`src/rtl/pvh_pkg.sv`:
```
`default_nettype none

package pvh_pkg;

   localparam int BLK_W     = 128;
   localparam int HALF_W    = 64;
   localparam int BLK_BYTES = 16;
   localparam int CNT_W     = 5;
   localparam int TOTAL_W   = 32;
   localparam int Q_DEPTH   = 2;
   localparam int Q_AW      = 1;
   localparam int Q_CW      = 2;

   localparam logic [1:0] CMD_AAD = 2'd0;
   localparam logic [1:0] CMD_MSG = 2'd1;
   localparam logic [1:0] CMD_FIN = 2'd2;

   localparam logic CSR_KEY_LOW  = 1'b0;
   localparam logic CSR_KEY_HIGH = 1'b1;

   // x^128 mod P = x^127 + x^126 + x^121 + 1
   localparam logic [BLK_W-1:0] POLY_LOW = {64'hC200_0000_0000_0000, 64'h0000_0000_0000_0001};
   // x^-128 mod P
   localparam logic [BLK_W-1:0] X_INV    = {64'h9204_0000_0000_0000, 64'h0000_0000_0000_0001};

   typedef struct packed {
      logic [1:0]        cmd;
      logic [HALF_W-1:0] block_low;
      logic [HALF_W-1:0] block_high;
      logic [CNT_W-1:0]  byte_count;
   } req_type;

   typedef struct packed {
      logic [HALF_W-1:0] tag_low;
      logic [HALF_W-1:0] tag_high;
   } rsp_type;

   // classified work item between front and back
   typedef struct packed {
      logic [1:0]       cmd;
      logic [BLK_W-1:0] data;
      logic [CNT_W-1:0] count;
   } op_type;

   typedef struct packed {
      logic   valid;
      op_type op;
   } q_head_type;

   typedef struct packed {
      logic full;
      logic empty;
   } q_status_type;

   typedef logic [BLK_W-1:0] red_tbl_type [0:BLK_W-2];

   // residues of x^128 .. x^254 mod P
   function automatic red_tbl_type red_table_init();
      red_tbl_type      t;
      logic [BLK_W-1:0] v;
      v = POLY_LOW;
      for (int k = 0; k < BLK_W - 1; k++) begin
         t[k] = v;
         v = {v[BLK_W-2:0], 1'b0} ^ (v[BLK_W-1] ? POLY_LOW : '0);
      end
      return t;
   endfunction

   localparam red_tbl_type RED_TABLE = red_table_init();

   // full-width carry-less multiply, then fold the upper half through the residue table
   function automatic logic [BLK_W-1:0] gf_mul(input logic [BLK_W-1:0] a,
                                               input logic [BLK_W-1:0] b);
      logic [2*BLK_W-2:0] prod;
      logic [BLK_W-1:0]   res;
      prod = '0;
      for (int i = 0; i < BLK_W; i++) begin
         if (a[i]) prod = prod ^ ({{(BLK_W-1){1'b0}}, b} << i);
      end
      res = prod[BLK_W-1:0];
      for (int k = 0; k < BLK_W - 1; k++) begin
         if (prod[BLK_W+k]) res = res ^ RED_TABLE[k];
      end
      return res;
   endfunction

endpackage

`default_nettype wire

```
`src/rtl/pvh_fifo.sv`:
```
`default_nettype none

module pvh_fifo (
   input  wire logic                 clock,
   input  wire logic                 reset,
   input  wire logic                 push_valid,
   input  wire pvh_pkg::op_type      push_op,
   input  wire logic                 pop,
   output pvh_pkg::q_head_type       head,
   output pvh_pkg::q_status_type     status
);
   import pvh_pkg::*;

   op_type          mem_ff [0:Q_DEPTH-1];
   logic [Q_AW-1:0] wr_ptr_ff, wr_ptr_in;
   logic [Q_AW-1:0] rd_ptr_ff, rd_ptr_in;
   logic [Q_CW-1:0] count_ff, count_in;
   logic            wr_en;

   always_comb begin
      status.full  = (count_ff == Q_CW'(Q_DEPTH));
      status.empty = (count_ff == '0);
      wr_en        = push_valid && !status.full;
      head.valid   = !status.empty;
      head.op      = mem_ff[rd_ptr_ff];
      wr_ptr_in    = wr_en ? wr_ptr_ff + 1'b1 : wr_ptr_ff;
      rd_ptr_in    = pop ? rd_ptr_ff + 1'b1 : rd_ptr_ff;
      count_in     = count_ff + Q_CW'(wr_en) - Q_CW'(pop);
   end

   always_ff @(posedge clock) begin
      if (reset) begin
         wr_ptr_ff <= '0;
         rd_ptr_ff <= '0;
         count_ff  <= '0;
      end else begin
         wr_ptr_ff <= wr_ptr_in;
         rd_ptr_ff <= rd_ptr_in;
         count_ff  <= count_in;
      end
   end

   always_ff @(posedge clock) begin
      if (wr_en) mem_ff[wr_ptr_ff] <= push_op;
   end

   a_no_overfill: assert property (@(posedge clock) disable iff (reset)
      count_ff <= Q_CW'(Q_DEPTH))
      else $error("queue holds more beats than its depth");

   a_pop_nonempty: assert property (@(posedge clock) disable iff (reset)
      pop |-> !status.empty)
      else $error("pop from empty queue");

endmodule

`default_nettype wire

```
`config.mk`:
```
export PLATFORM = sky130hd
export DESIGN_NAME = pvh_fifo
export DESIGN_NICKNAME = d
export VERILOG_FILES = /design/src/rtl/pvh_pkg.sv /design/src/rtl/pvh_fifo.sv
export SDC_FILE = /design/constraint.sdc
export NUM_CORES = 1
export LEC_CHECK = 0
export BUFFER_PORTS_ARGS = -buffer_cell sky130_fd_sc_hd__buf_4
export CAP_MARGIN = 15
export CORE_MARGIN = 2
export CORE_UTILIZATION = 56
export CTS_CLUSTER_SIZE = 25
export DETAILED_ROUTE_END_ITERATION = 10
export PLACE_DENSITY = 0.84
export SYNTH_ARGS = -nofsm -noshare
export SYNTH_HDL_FRONTEND = slang
export SYNTH_SLANG_ARGS = --single-unit
```
`constraint.sdc`:
```
create_clock -name clock -period 11.3 [get_ports clock]
set_clock_uncertainty 0.05 [all_clocks]
set_input_delay 1.695 -clock clock [delete_from_list [all_inputs] [get_ports clock]]
set_output_delay 1.695 -clock clock [all_outputs]
set_load 0.005 [all_outputs]
```
# Word level (Yosys, flattened, before mapping)
# Memories as Yosys holds them, arrays and structs flattened. A register that Yosys moved wholly into a read port is not among the register bits.
# Index checks and enable logic that the tools add are counted.
# word_totals
mem_count	1
regBits	4
ram_bits	270
wordCells	17
# mem_list
name	depth	width	read_ports	rd_clocked_by_memory_dff	write_ports	line_no	rtl
mem_ff	2	135	1	1	1	pvh_fifo.sv:14	op_type mem_ff [0:Q_DEPTH-1];
# op_classes
mux	4
n_reduce_logical	4
n_eq_ne	1
addsub	4
# ops
operator	count
1-bit two-way mux	4
1-bit adder, second input constant	2
2-bit by 1-bit adder with 2-bit output	1
2-bit equality test, second input constant	1
1-bit zero test	2
2-bit zero test	1
2-bit by 1-bit subtractor with 2-bit output	1
1-bit logical AND	1

# Depth between registers and ports, before layout
# logic_depth
depth_word	5
depth_mapped	8
depth_no_buf	8

# Worst setup path before layout
# OpenSTA, ideal clock, no wires.
# synth_path
path_kind	input -> register
from	in push_valid
to	mem mem_ff[1][0] (netlist bit) (enable)
cell_stages	1
setup_slack_ns	5.890
n_path_buf	0
setup_ns	0.511
required_time_ns	10.739
arrival_time_ns	4.849
path_cell_list	and3_1
# synth_between
elab_chain_cells	3
# synth_lines
element	line_no	rtl
from (decl)	pvh_fifo.sv:6	input wire logic push_valid,
1-bit logical AND	pvh_fifo.sv:23	wr_en = push_valid && !status.full;
1-bit two-way mux	pvh_fifo.sv:44	if (wr_en) mem_ff[wr_ptr_ff] <= push_op;
1-bit two-way mux (not written as such)	pvh_fifo.sv:44	
to (decl)	pvh_fifo.sv:14	
# No other way between the ends.

==> flow_results.org <==
** Logic synthesis
- Counting flops and latches in the post-synthesis netlist gives 275.
- The number of nets handed over by synthesis was 588.
- After synthesis the cells add up to ~10,000 µm².
- Library cells used by synthesis :: 21
- Proportion of synthesized chip area in sequential cells :: 0.808
- Synthesized instance count :: ~450
- Number of warnings reported in the yosys synthesis log :: 0
- The average instance in the mapped netlist occupies roughly 23 µm².

** CTS
- Clk sinks :: about 280
- The number of setup buffers added after CTS is 0.
- The tree is rooted in a sky130_fd_sc_hd__clkbuf_16.
- After clock tree synthesis, the flow added hold-fix buffers numbering 0.
- In this run, CTS created clock tree buffers numbering 27.
- In this run the number of H-tree levels came out at 1.
- CTS max path bufs :: 3
- Post-CTS repair changed the size of 0 cells.
- Clock-pin slew was measured on the worst setup and hold paths at 0.06 ns.
- Clock latency on the worst-skew pair, taken at its later pin, is a little over 0.5 ns.
- TritonCTS clock tree :: built

** Route
- For this block, the routed nets add up to 19.7 mm of wire.
- Routed via count divided by cell count :: ~5.2
- Remaining antenna violation count :: 0
- Drt drc :: 0
- For this run, the detailed router's first-pass iteration total came to 4.
- Post-detailed-route wirelength per cell :: 20.0 µm
- Violation count after the first detailed-route iteration :: 311
- Total number of vias :: between 5,000 and 6,000

** Floorplanning
- Core Footprint :: 17,900 µm²
- For this configuration, the core starts out at a cell density of 0.568.
- The die is about 140 µm tall.
- The die covers around 19,000 µm².
- Site Rows :: just under 50
- Chip width :: 139 µm
- During I/O placement, the number of pins put on the boundary was ~280.

** Global routing
- For this run, the total global-route usage over all layers was measured as 0.199.
- Summed over all layers, the global routing overflow is 0.
- Number of antenna violations at the first check in global routing :: 0
- Largest net degree at the start of global routing :: ~80
- The via count of the first global-routing pass came to ~5,500.
- Global-route wire length before repair :: between 20 and 30 mm

** Critical path
- The critical path ends at head[56].
- In this run the register-to-register setup slack is 8.39 ns.
- Data on the critical path is required at its endpoint by ~9.6 ns.
- The setup path with the least slack is of type flip-flop to output port.
- The worst setup path is captured at an output port.
- Arrival time reported for the critical path endpoint :: roughly 2.5 ns
- The worst setup path is launched from a flip-flop.
- Crit Reg-Reg Endpoint :: mem_ff[0][125]
- Of all nets on the critical path, the largest fanout is between 50 and 60.
- In this run the critical register-to-register path is launched from count_ff[0].
- Measured in cells, the most critical reg-to-reg path has a length of 5.

** Finish
- Storage cell area :: 8210 µm²
- Filler cell count in the final layout :: approximately 1,100
- Of the cells placed in the final design, the portion with a size suffix greater than 1 is 0.601.
- Relative to the synthesized area, the layout overhead comes to 30.6%.
- The multi-input combinational cells in the finished layout cover a total of 1820 µm².
- The repair_antennas step left the layout with diodes totalling 0.
- For this run, the post-layout net count is slightly below 900.

** Power
- IR analysis of the VDD net gives a maximum drop of approximately 0.00014 V.
- Leak Pwr :: 0.00509 µW
- Power spread over the standard cell area amounts to 185 nW/µm².

** Timing
- Total count of max-transition violations in the final report :: 0
- Hold Violations, Final :: 0
- Portion of the clock cycle consumed by the worst path in the final layout :: 0.377
- Number of endpoints failing setup at the final stage :: 0
- Max-slew headroom at the worst pin :: 0.269
- At the pin with the least slew margin, the transition time is roughly 1.1 ns.
- Hold timing on the final database bottoms out at a slack of 0.469 ns.
- TNS Setup :: 0 ns
- Setup repair after global routing left no endpoint under its margin.
- FMAX :: between 0.2 and 0.25 GHz
- Final worst path period need :: 4.26 ns

** Placement
- At the end of routability-driven placement, the weighted congestion stood at about 0.76.
- Port buffering added between 200 and 300 buffers.
- Dpl hpwl :: approximately 13 mm

** Status
- The flow ran to the end, and the final reports show no timing, DRC or antenna violations.

** Flow run
- Max Cap Violations :: 0

** Min path
- Type of the most critical hold path :: flip-flop to flip-flop
[per-layer routing]
layer  wire [µm]  GRT usage  share of wire
met5           0          0              0
met4         386     0.0532          0.020
met3        1940     0.0729          0.098
met2       10300      0.352           0.52
met1        7110      0.230           0.36
[stage by stage]
step                      instances  power, µW  utilization  cell area, µm²  worst slack, ns
after floorplan                 447       1460            -           10200             5.89
final                           988       2450        0.741           13300             7.04
after detailed placement        941       1650        0.695           12400             7.13
after CTS                       988       2470        0.741           13300             6.99
after global routing            988       2540        0.741           13300             6.90
after global placement          941       1630        0.695           12400             7.20
[layout make-up]
type                            count  share of cell area
Inverter                            5             0.00179
Multi-Input combinational cell    152               0.137
Tap cell                          229              0.0216
Timing Repair Buffer              280               0.158
Clock inverter                      9             0.00500
Sequential cell                   275               0.619
Clock buffer                       38              0.0570
[power breakdown]
group          leakage (µW)  total (µW)  switching [µW]  internal [µW]
combinational       0.00212         358             156            201
sequential          0.00256        1260            27.6           1240
clock              0.000408         828             343            485
[critical path, stage by stage, from the launching register on]
cell and delay (ns):
sky130_fd_sc_hd__dfxtp_4 0.65, sky130_fd_sc_hd__buf_4 0.72, sky130_fd_sc_hd__mux2_2 0.43, sky130_fd_sc_hd__buf_4 0.14
[synthesized netlist by cell type]
cell / count / area share
sky130_fd_sc_hd__dfxtp_1: 5 / 0.0098
sky130_fd_sc_hd__inv_1: 5 / 0.0018
sky130_fd_sc_hd__or3_1: 1 / 0.00062
sky130_fd_sc_hd__ha_1: 2 / 0.0025
sky130_fd_sc_hd__nand2_1: 1 / 0.00037
sky130_fd_sc_hd__mux2_4: 50 / 0.074
sky130_fd_sc_hd__o21ai_0: 1 / 0.00049
sky130_fd_sc_hd__nor2b_1: 1 / 0.00062
sky130_fd_sc_hd__edfxtp_1: 270 / 0.80
sky130_fd_sc_hd__a21oi_1: 1 / 0.00049
sky130_fd_sc_hd__or2_2: 1 / 0.00062
sky130_fd_sc_hd__and3_1: 1 / 0.00062
sky130_fd_sc_hd__xor2_1: 1 / 0.00086
sky130_fd_sc_hd__and2_1: 1 / 0.00062
sky130_fd_sc_hd__mux2_2: 85 / 0.094
sky130_fd_sc_hd__buf_6: 7 / 0.0078
sky130_fd_sc_hd__nor3_1: 1 / 0.00049
sky130_fd_sc_hd__buf_2: 8 / 0.0039
sky130_fd_sc_hd__nand2b_1: 1 / 0.00062
sky130_fd_sc_hd__nor2_1: 3 / 0.0011
sky130_fd_sc_hd__xnor2_1: 1 / 0.00086
[state kept, by name, summed over array words and instances (netlist names), named ones only]
| register | cells |
|---|---|
| wr_ptr_ff | 1 |
| count_ff | 2 |
| mem_ff | 270 |
| rd_ptr_ff | 1 |
[kinds of logic after synthesis]
kind of cell | count (synthesis) | synth area share
compound gates | 2 | 0.000984
xor+xnor | 2 | 0.00172
fa+ha+maj | 2 | 0.00246
buf+inv | 20 | 0.0135
flops | 275 | 0.808
mux | 135 | 0.168
simple gates | 11 | 0.00566
[worst min-delay path by stage]
stage | start | end | cells past startpoint
3_5_place_dp | wr_ptr_ff | wr_ptr_ff | 2
4_1_cts | wr_ptr_ff | wr_ptr_ff | 2
3_3_place_gp | wr_ptr_ff | wr_ptr_ff | 2
5_1_grt | wr_ptr_ff | wr_ptr_ff | 2
2_1_floorplan | wr_ptr_ff | wr_ptr_ff | 2
6_report | wr_ptr_ff | wr_ptr_ff | 2
[cells in the final DEF (no fill, tap or decap), types with 2 or more instances in the layout]
master,n
sky130_fd_sc_hd__clkinv_2,5
sky130_fd_sc_hd__clkbuf_16,27
sky130_fd_sc_hd__nor2_1,3
sky130_fd_sc_hd__edfxtp_1,270
sky130_fd_sc_hd__clkbuf_8,4
sky130_fd_sc_hd__ha_1,2
sky130_fd_sc_hd__mux2_4,50
sky130_fd_sc_hd__clkinv_1,3
sky130_fd_sc_hd__mux2_2,85
sky130_fd_sc_hd__buf_4,280
sky130_fd_sc_hd__inv_1,4
sky130_fd_sc_hd__clkbuf_1,7
sky130_fd_sc_hd__dfxtp_1,4
Power figures use the tool's default switching activity.
