## src/rtl/pvh_pkg.sv

```systemverilog
`default_nettype none

package pvh_pkg;

   localparam int BLK_W     = 128;
   localparam int HALF_W    = 64;
   localparam int BLK_BYTES = 16;
   localparam int CNT_W     = 5;
   localparam int TOTAL_W   = 32;
   localparam int Q_DEPTH   = 2;
   localparam int Q_AW      = 1;
   localparam int Q_CW      = 2;

   localparam logic [1:0] CMD_AAD = 2'd0;
   localparam logic [1:0] CMD_MSG = 2'd1;
   localparam logic [1:0] CMD_FIN = 2'd2;

   localparam logic CSR_KEY_LOW  = 1'b0;
   localparam logic CSR_KEY_HIGH = 1'b1;

   // x^128 mod P = x^127 + x^126 + x^121 + 1
   localparam logic [BLK_W-1:0] POLY_LOW = {64'hC200_0000_0000_0000, 64'h0000_0000_0000_0001};
   // x^-128 mod P
   localparam logic [BLK_W-1:0] X_INV    = {64'h9204_0000_0000_0000, 64'h0000_0000_0000_0001};

   typedef struct packed {
      logic [1:0]        cmd;
      logic [HALF_W-1:0] block_low;
      logic [HALF_W-1:0] block_high;
      logic [CNT_W-1:0]  byte_count;
   } req_type;

   typedef struct packed {
      logic [HALF_W-1:0] tag_low;
      logic [HALF_W-1:0] tag_high;
   } rsp_type;

   // classified work item between front and back
   typedef struct packed {
      logic [1:0]       cmd;
      logic [BLK_W-1:0] data;
      logic [CNT_W-1:0] count;
   } op_type;

   typedef struct packed {
      logic   valid;
      op_type op;
   } q_head_type;

   typedef struct packed {
      logic full;
      logic empty;
   } q_status_type;

   typedef logic [BLK_W-1:0] red_tbl_type [0:BLK_W-2];

   // residues of x^128 .. x^254 mod P
   function automatic red_tbl_type red_table_init();
      red_tbl_type      t;
      logic [BLK_W-1:0] v;
      v = POLY_LOW;
      for (int k = 0; k < BLK_W - 1; k++) begin
         t[k] = v;
         v = {v[BLK_W-2:0], 1'b0} ^ (v[BLK_W-1] ? POLY_LOW : '0);
      end
      return t;
   endfunction

   localparam red_tbl_type RED_TABLE = red_table_init();

   // full-width carry-less multiply, then fold the upper half through the residue table
   function automatic logic [BLK_W-1:0] gf_mul(input logic [BLK_W-1:0] a,
                                               input logic [BLK_W-1:0] b);
      logic [2*BLK_W-2:0] prod;
      logic [BLK_W-1:0]   res;
      prod = '0;
      for (int i = 0; i < BLK_W; i++) begin
         if (a[i]) prod = prod ^ ({{(BLK_W-1){1'b0}}, b} << i);
      end
      res = prod[BLK_W-1:0];
      for (int k = 0; k < BLK_W - 1; k++) begin
         if (prod[BLK_W+k]) res = res ^ RED_TABLE[k];
      end
      return res;
   endfunction

endpackage

`default_nettype wire

```

## src/rtl/pvh_front.sv

```systemverilog
`default_nettype none

module pvh_front (
   input  wire logic            req_valid,
   input  wire pvh_pkg::req_type req_data,
   output logic                 push_valid,
   output pvh_pkg::op_type      push_op
);
   import pvh_pkg::*;

   logic [CNT_W-1:0] n_clamp;
   logic [BLK_W-1:0] mask;

   always_comb begin
      n_clamp = (req_data.byte_count > CNT_W'(BLK_BYTES)) ? CNT_W'(BLK_BYTES)
                                                            : req_data.byte_count;
      for (int j = 0; j < BLK_BYTES; j++) begin
         mask[j*8 +: 8] = (CNT_W'(j) < n_clamp) ? 8'hFF : 8'h00;
      end

      push_op.cmd   = req_data.cmd;
      push_op.data  = {req_data.block_high, req_data.block_low} & mask;
      push_op.count = n_clamp;
      push_valid    = 1'b0;

      unique case (req_data.cmd)
         CMD_AAD, CMD_MSG: begin
            // empty blocks leave no trace
            push_valid = req_valid && (req_data.byte_count != '0);
         end
         CMD_FIN: begin
            push_valid    = req_valid;
            push_op.data  = '0;
            push_op.count = '0;
         end
         default: begin
            push_valid = 1'b0;
         end
      endcase
   end

endmodule

`default_nettype wire

```

## config.mk

```make
export PLATFORM = sky130hd
export DESIGN_NAME = pvh_front
export DESIGN_NICKNAME = d
export VERILOG_FILES = /design/src/rtl/pvh_pkg.sv /design/src/rtl/pvh_front.sv
export SDC_FILE = /design/constraint.sdc
export NUM_CORES = 1
export LEC_CHECK = 0
export ABC_AREA = 1
export BUFFER_PORTS_ARGS = -buffer_cell sky130_fd_sc_hd__buf_2
export CAP_MARGIN = 5
export CORE_AREA = 2 2 104 106
export DETAILED_ROUTE_END_ITERATION = 6
export DIE_AREA = 0 0 106 108
export GPL_TIMING_DRIVEN = 1
export PLACE_DENSITY = 0.46
export SYNTH_ARGS = -nofsm -noshare
export SYNTH_HDL_FRONTEND = slang
export SYNTH_SLANG_ARGS = --single-unit
```

## constraint.sdc

```tcl
create_clock -name vclk -period 2.27
set_clock_uncertainty 0.1 [all_clocks]
set_input_delay 0.227 -clock vclk [all_inputs]
set_output_delay 0.227 -clock vclk [all_outputs]
set_load 0.05 [all_outputs]
```

## Word-level counts from Yosys, hierarchy flattened

Index checks and enable logic that the tools add are counted.

| word-level totals | value |
|---|---|
| output and inout port bits | 136 |
| input port bits | 136 |
| word-level logic and storage cells | 43 |
| register bits | 0 |

| cells by class | value |
|---|---|
| reductions and logical operators | 4 |
| order comparisons | 17 |
| equal/unequal tests | 2 |
| multiplexer cells | 19 |
| bitwise operators | 1 |

Operators by type and width:

| cell | number |
|---|---|
| $mux 133 | 1 |
| $and 128x128->128 | 1 |
| $mux 8 | 16 |
| $lt 4x5->1 const A | 8 |
| $lt 3x5->1 const A | 4 |
| $lt 1x5->1 const A | 2 |
| $lt 2x5->1 const A | 2 |
| $gt 5x5->1 const B | 1 |
| $mux 5 | 1 |
| $reduce_bool 5->1 | 1 |
| $eq 2x1->1 const B | 1 |
| $eq 2x2->1 const B | 1 |
| $logic_not 2->1 | 1 |
| $pmux 1 s2 | 1 |
| $reduce_or 2->1 | 1 |
| $logic_and 1x1->1 | 1 |

## Logic depth before layout (Yosys ltp)

Gate-level depths: netlist of run 1.

| depth | value |
|---|---|
| depth after elaboration | 6 |
| gate-level depth with buffers | 7 |
| depth with buffers taken out | 6 |

## Worst setup path before layout of run 1

Ideal clock, no wire load.

| timing path | value |
|---|---|
| path kind | input -> output |
| from | input port req_data[134] in the netlist's numbering |
| to | output port push_op[0] in the netlist's numbering |
| path slack | 0.409 ns |
| stages on the path | 4 |
| data arrival time | 1.534 ns |
| required time | 1.943 ns |
| buffers on the path | 1 |
| cell sequence | inv_1 > nor2_1 > buf_2 > nor3_1 |

RTL lines:

| what | line | RTL |
|---|---|---|
| start, declared | pvh_front.sv:5 | `input wire pvh_pkg::req_type req_data,` |
| end, declared | pvh_front.sv:7 | `output pvh_pkg::op_type push_op` |

==> impl_metrics.csv, run 1 <==
group,metric,value,unit
routing,drt_first_pass_iters,4,
min_path,min_path_type,"in2out",
routing,vias,2893,
worst_setup_path,critPathRequiredTime,1940,ps
routing,ant_nets,0,
global_route,antenna_found_initial,0,
clocking,cts_setup_buffers,0,
sta,fin_crit,1910,ps
finish,layout_commonest_cell,"buf_2",
worst_setup_path,cp-end-kind,"output port",
worst_setup_path,critical_path_arrival,1580,ps
placed_design,gp_congestion,0.781,
placed_design,dp_hpwl,7.17,mm
pwr,power_leakage,2.04,nW
yosys,syn-num-nets,461,
floorplanning,die_w,106,um
yosys,synthDistinctLibCells,15,
sta,hold_viol_final,0,
placed_design,port_buffers,272,
pwr,ir_worst_vdd,0.128,mV
finish,n_sequential_cell,0,
placed_design,place_area,0.00279,mm^2
sta,setup_ws,360,ps
yosys,ys_seq_area_frac,0,
worst_setup_path,crit_path_start_kind,"primary input",
finish,diodes,0,
yosys,syn_area_per_cell,4.04,um^2
sta,fin_crit_sh,0.841,
finish,seq_area,0,um^2
floorplanning,die_y,108,um
sta,rsz0062_at_grt,"no",
pwr,powerDensity,403,mW/mm^2
finish,finalInstanceArea,0.00279,mm^2
routing,wl,8.41,mm
floorplanning,ios,272,
sta,relSlewSlack,0.421,
min_path,hp-start,"req_data[134]",
worst_setup_path,path_max_fanout,13,
routing,drtIter0Drc,128,
routing,vias_per_cell,4.02,
finish,drive_above_1_share,0.494,
floorplanning,fp.coreArea,0.0102,mm^2
global_route,grt_busiest_layer,"met2",
yosys,syn_inst,325,
routing,drc_errors,0,
worst_setup_path,crit_end,"push_op[101]",
sta,timing.fmax,524,MHz
worst_setup_path,crit_start,"req_data[4]",
global_route,grt_max_degree,63,
finish,final_cell_mix,"buf_2 (272), nand2_1 (135), nor2_1 (128)",
clocking,postCtsHoldBufs,0,
status,status,"complete, no violations",
finish,nClkBuffers,0,
global_route,grt_overflow_total,0,
job,max-cap-violations,0,
worst_setup_path,path_class,"in2out",
global_route,met1_usage,0.140,
floorplanning,start_util,0.128,
finish,syn_to_final_growth,112,%
global_route,grt_pass1_vias,2565,
sta,tightest_slew,862,ps
sta,finalMaxSlewViolations,0,
pwr,finalPower,1.12,mW
global_route,use_met2,0.260,
finish,fin_nets,721,
floorplanning,rows,37,
floorplanning,dieArea,0.0114,mm^2
yosys,yosysWarnings,0,
sta,fin_setup_tns,0,ps
sta,setup_viol,0,
global_route,use_met3,0.0235,
global_route,grt_first_pass_wirelength,12.0,mm
routing,wl_per_cell,11.7,um
global_route,grt_usage,0.127,
yosys,syn_area,0.00131,mm^2
clocking,ctsResizeCount,0,
placed_design,pre_cts_slack,357,ps
[cells by family after synthesis]
family,synth area share
compound gates,0.0267
buf+inv,0.133
simple gates,0.840
[stage by stage]
step | utilization | instances | hold slack (ps)
after floorplan | - | 325 | 521
after global placement | 0.272 | 719 | 665
after detailed placement | 0.272 | 719 | 663
after CTS | 0.272 | 719 | 663
after global routing | 0.272 | 719 | 670
final | 0.272 | 719 | 663
[final cells by class]
cell class / instances / area [um^2]
well taps: 136 / 170
multi-input cells: 288 / 1140
fillers: 1221 / 7440
repair buffers: 276 / 1400
inverters: 19 / 71.3
[power by group]
part           internal [mW]  switching, mW
Clock                      0              0
Combinational          0.271          0.851
Sequential                 0              0
Total                  0.271          0.851
[worst min-delay path by stage]
| stage | end | slack [ps] | cells after the start |
|---|---|---|---|
| floorplan | push_op[133] | 520 | 1 |
| global placement | push_op[134] | 660 | 2 |
| detailed placement | push_op[134] | 660 | 2 |
| CTS | push_op[134] | 660 | 2 |
| global route | push_op[134] | 670 | 2 |
| finish | push_op[134] | 660 | 2 |
[cell usage after synthesis]
| master | number | area [um^2] |
|---|---|---|
| buf_2 | 8 | 40.0 |
| buf_4 | 7 | 52.6 |
| clkbuf_1 | 3 | 11.3 |
| inv_1 | 17 | 63.8 |
| inv_2 | 2 | 7.51 |
| nand2_1 | 135 | 507 |
| nand2_2 | 5 | 31.3 |
| nand3_1 | 12 | 60.1 |
| nand3_2 | 1 | 10.0 |
| nor2_1 | 129 | 484 |
| nor2_2 | 1 | 6.26 |
| nor3_1 | 1 | 5.00 |
| o21ai_1 | 2 | 10.0 |
| o21ai_2 | 1 | 8.76 |
| o21ai_4 | 1 | 16.3 |
[worst max-delay path, stage by stage]
cell,delay (ps)
buf_2,240
inv_2,130
nand2_1,100
nor2_1,60
nand2_1,60
nand2_1,280
nor2_1,190
buf_2,280
[routing by layer]
layer | share of wire | vias up
li1 | - | 1475
met1 | 0.39 | 1236
met2 | 0.51 | 176
met3 | 0.095 | 6
met4 | 0.0065 | 0
met5 | 0 | -
Power figures use the tool's default switching activity.
==> run 2: changes to the inputs <==
- CORE_AREA: 2 2 104 106 -> 2 2 105 107
- DIE_AREA: 0 0 106 108 -> 0 0 107 109
- PLACE_DENSITY: 0.46 -> 0.45
- clock period: 2.27 -> 1.76 ns (I/O delays scaled with it)
==> run 2 against run 1 <==
Worst hold slack lost 110 ps. Via count decreased by 2.6%. Die area grew 1.9%. Flip-flop and latch count stayed put. Worst setup slack lost 230 ps. Cell area rose by 2.8%. Critical endpoint is now push_op[90]. Highest routed layer is now met3.
==> impl_metrics.csv, run 2 (same netlist as run 1, synthesis figures left out) <==
group,metric,value,unit
status,status,"complete, no violations",
placed_design,place_area,0.00286,mm^2
pwr,power_leakage,2.07,nW
routing,vias,2819,
clocking,postCtsHoldBufs,0,
sta,fin_crit,1630,ps
sta,timing.fmax,614,MHz
routing,wl_per_cell,11.6,um
sta,fin_crit_sh,0.925,
job,max-cap-violations,0,
floorplanning,fp.coreArea,0.0106,mm^2
pwr,ir_worst_vdd,0.175,mV
worst_setup_path,crit_family,"buffers and inverters",
finish,drive_above_1_share,0.499,
routing,vias_per_cell,3.87,
floorplanning,ios,272,
routing,ant_nets,0,
sta,hold_viol_final,0,
floorplanning,die_w,107,um
worst_setup_path,max_stage_delay,300,ps
global_route,grt_first_pass_wirelength,12.0,mm
pwr,finalPower,1.47,mW
finish,fin_nets,727,
worst_setup_path,crit_path_start_kind,"primary input",
sta,finalMaxSlewViolations,0,
routing,wl,8.44,mm
global_route,grt_max_degree,67,
global_route,grt_pass1_vias,2464,
min_path,min_path_type,"in2out",
worst_setup_path,path_depth,8,
finish,postLayoutCoreUtil,0.270,
sta,rsz0062_at_grt,"no",
placed_design,dp_hpwl,7.27,mm
placed_design,port_buffers,272,
worst_setup_path,path_class,"in2out",
finish,nClkBuffers,0,
sta,setup_viol,0,
clocking,ctsResizeCount,0,
finish,diodes,0,
global_route,grt_usage,0.127,
floorplanning,dieArea,0.0117,mm^2
clocking,cts_setup_buffers,0,
finish,layout_commonest_cell,"buf_2",
floorplanning,rows,38,
global_route,antenna_found_initial,0,
finish,seq_area,0,um^2
finish,syn_to_final_growth,118,%
finish,nFillCells,1284,
worst_setup_path,critPathRequiredTime,1480,ps
finish,n_sequential_cell,0,
min_path,holdPathStages,2,
worst_setup_path,cp_slowest_cell,"buf_2",
finish,finalInstanceArea,0.00286,mm^2
routing,drt_first_pass_iters,5,
worst_setup_path,path_max_fanout,66,
min_path,whs_endpoint,"push_op[134]",
sta,tightest_slew,365,ps
worst_setup_path,critical_path_arrival,1350,ps
worst_setup_path,cp_common_cell,"buf_2",
routing,drc_errors,0,
placed_design,gp_congestion,0.758,
sta,fin_setup_tns,0,ps
floorplanning,die_y,109,um
worst_setup_path,cp-end-kind,"output port",
pwr,powerDensity,512,mW/mm^2
finish,final_cell_mix,"buf_2 (271), nand2_1 (135), nor2_1 (128)",
min_path,hp-start,"req_data[134]",
floorplanning,start_util,0.124,
global_route,grt_overflow_total,0,
worst_setup_path,crit_buf_inv,5,
worst_setup_path,cp_cell_sequence,"buf_2 -> inv_1 -> nor2_2 -> inv_2 -> buf_12 -> nand2_1 -> nor2_1 -> buf_2",
sta,relSlewSlack,0.757,
routing,drtIter0Drc,108,
-- run 2: final cells by class --
class,instances,area (um^2),area share
Inverter,19,71.3,0.0249
Timing Repair Buffer,282,1480,0.516
Multi-Input combinational cell,288,1140,0.398
Tap cell,140,175,0.0612
-- run 2: metal layers --
layer | global-route usage | wire length (um)
met5 | 0 | 0
met4 | 0.00278 | 0
met3 | 0.0203 | 809
met2 | 0.256 | 4330
met1 | 0.147 | 3300
-- run 2: worst max-delay path by stage --
| stage | endpoint | start | slack, ps |
|---|---|---|---|
| 6_report | push_op[90] | req_data[134] | 130 |
| 5_1_grt | push_op[90] | req_data[134] | 7 |
| 4_1_cts | push_op[90] | req_data[134] | 100 |
| 3_5_place_dp | push_op[90] | req_data[134] | 100 |
| 3_3_place_gp | push_op[90] | req_data[134] | 130 |
| 2_1_floorplan | push_op[0] | req_data[134] | 0.5 |
-- run 2: power breakdown --
part	internal [mW]	switching, mW
Clock	0	0
Sequential	0	0
Combinational	0.368	1.10
Total	0.368	1.10
-- run 2: stage by stage --
stage	setup slack (ps)	hold WS, ps	cells
floorplan	0.543	419	325
global placement	125	561	729
detailed placement	101	560	729
CTS	101	560	729
global route	7.08	570	729
finish	133	558	729
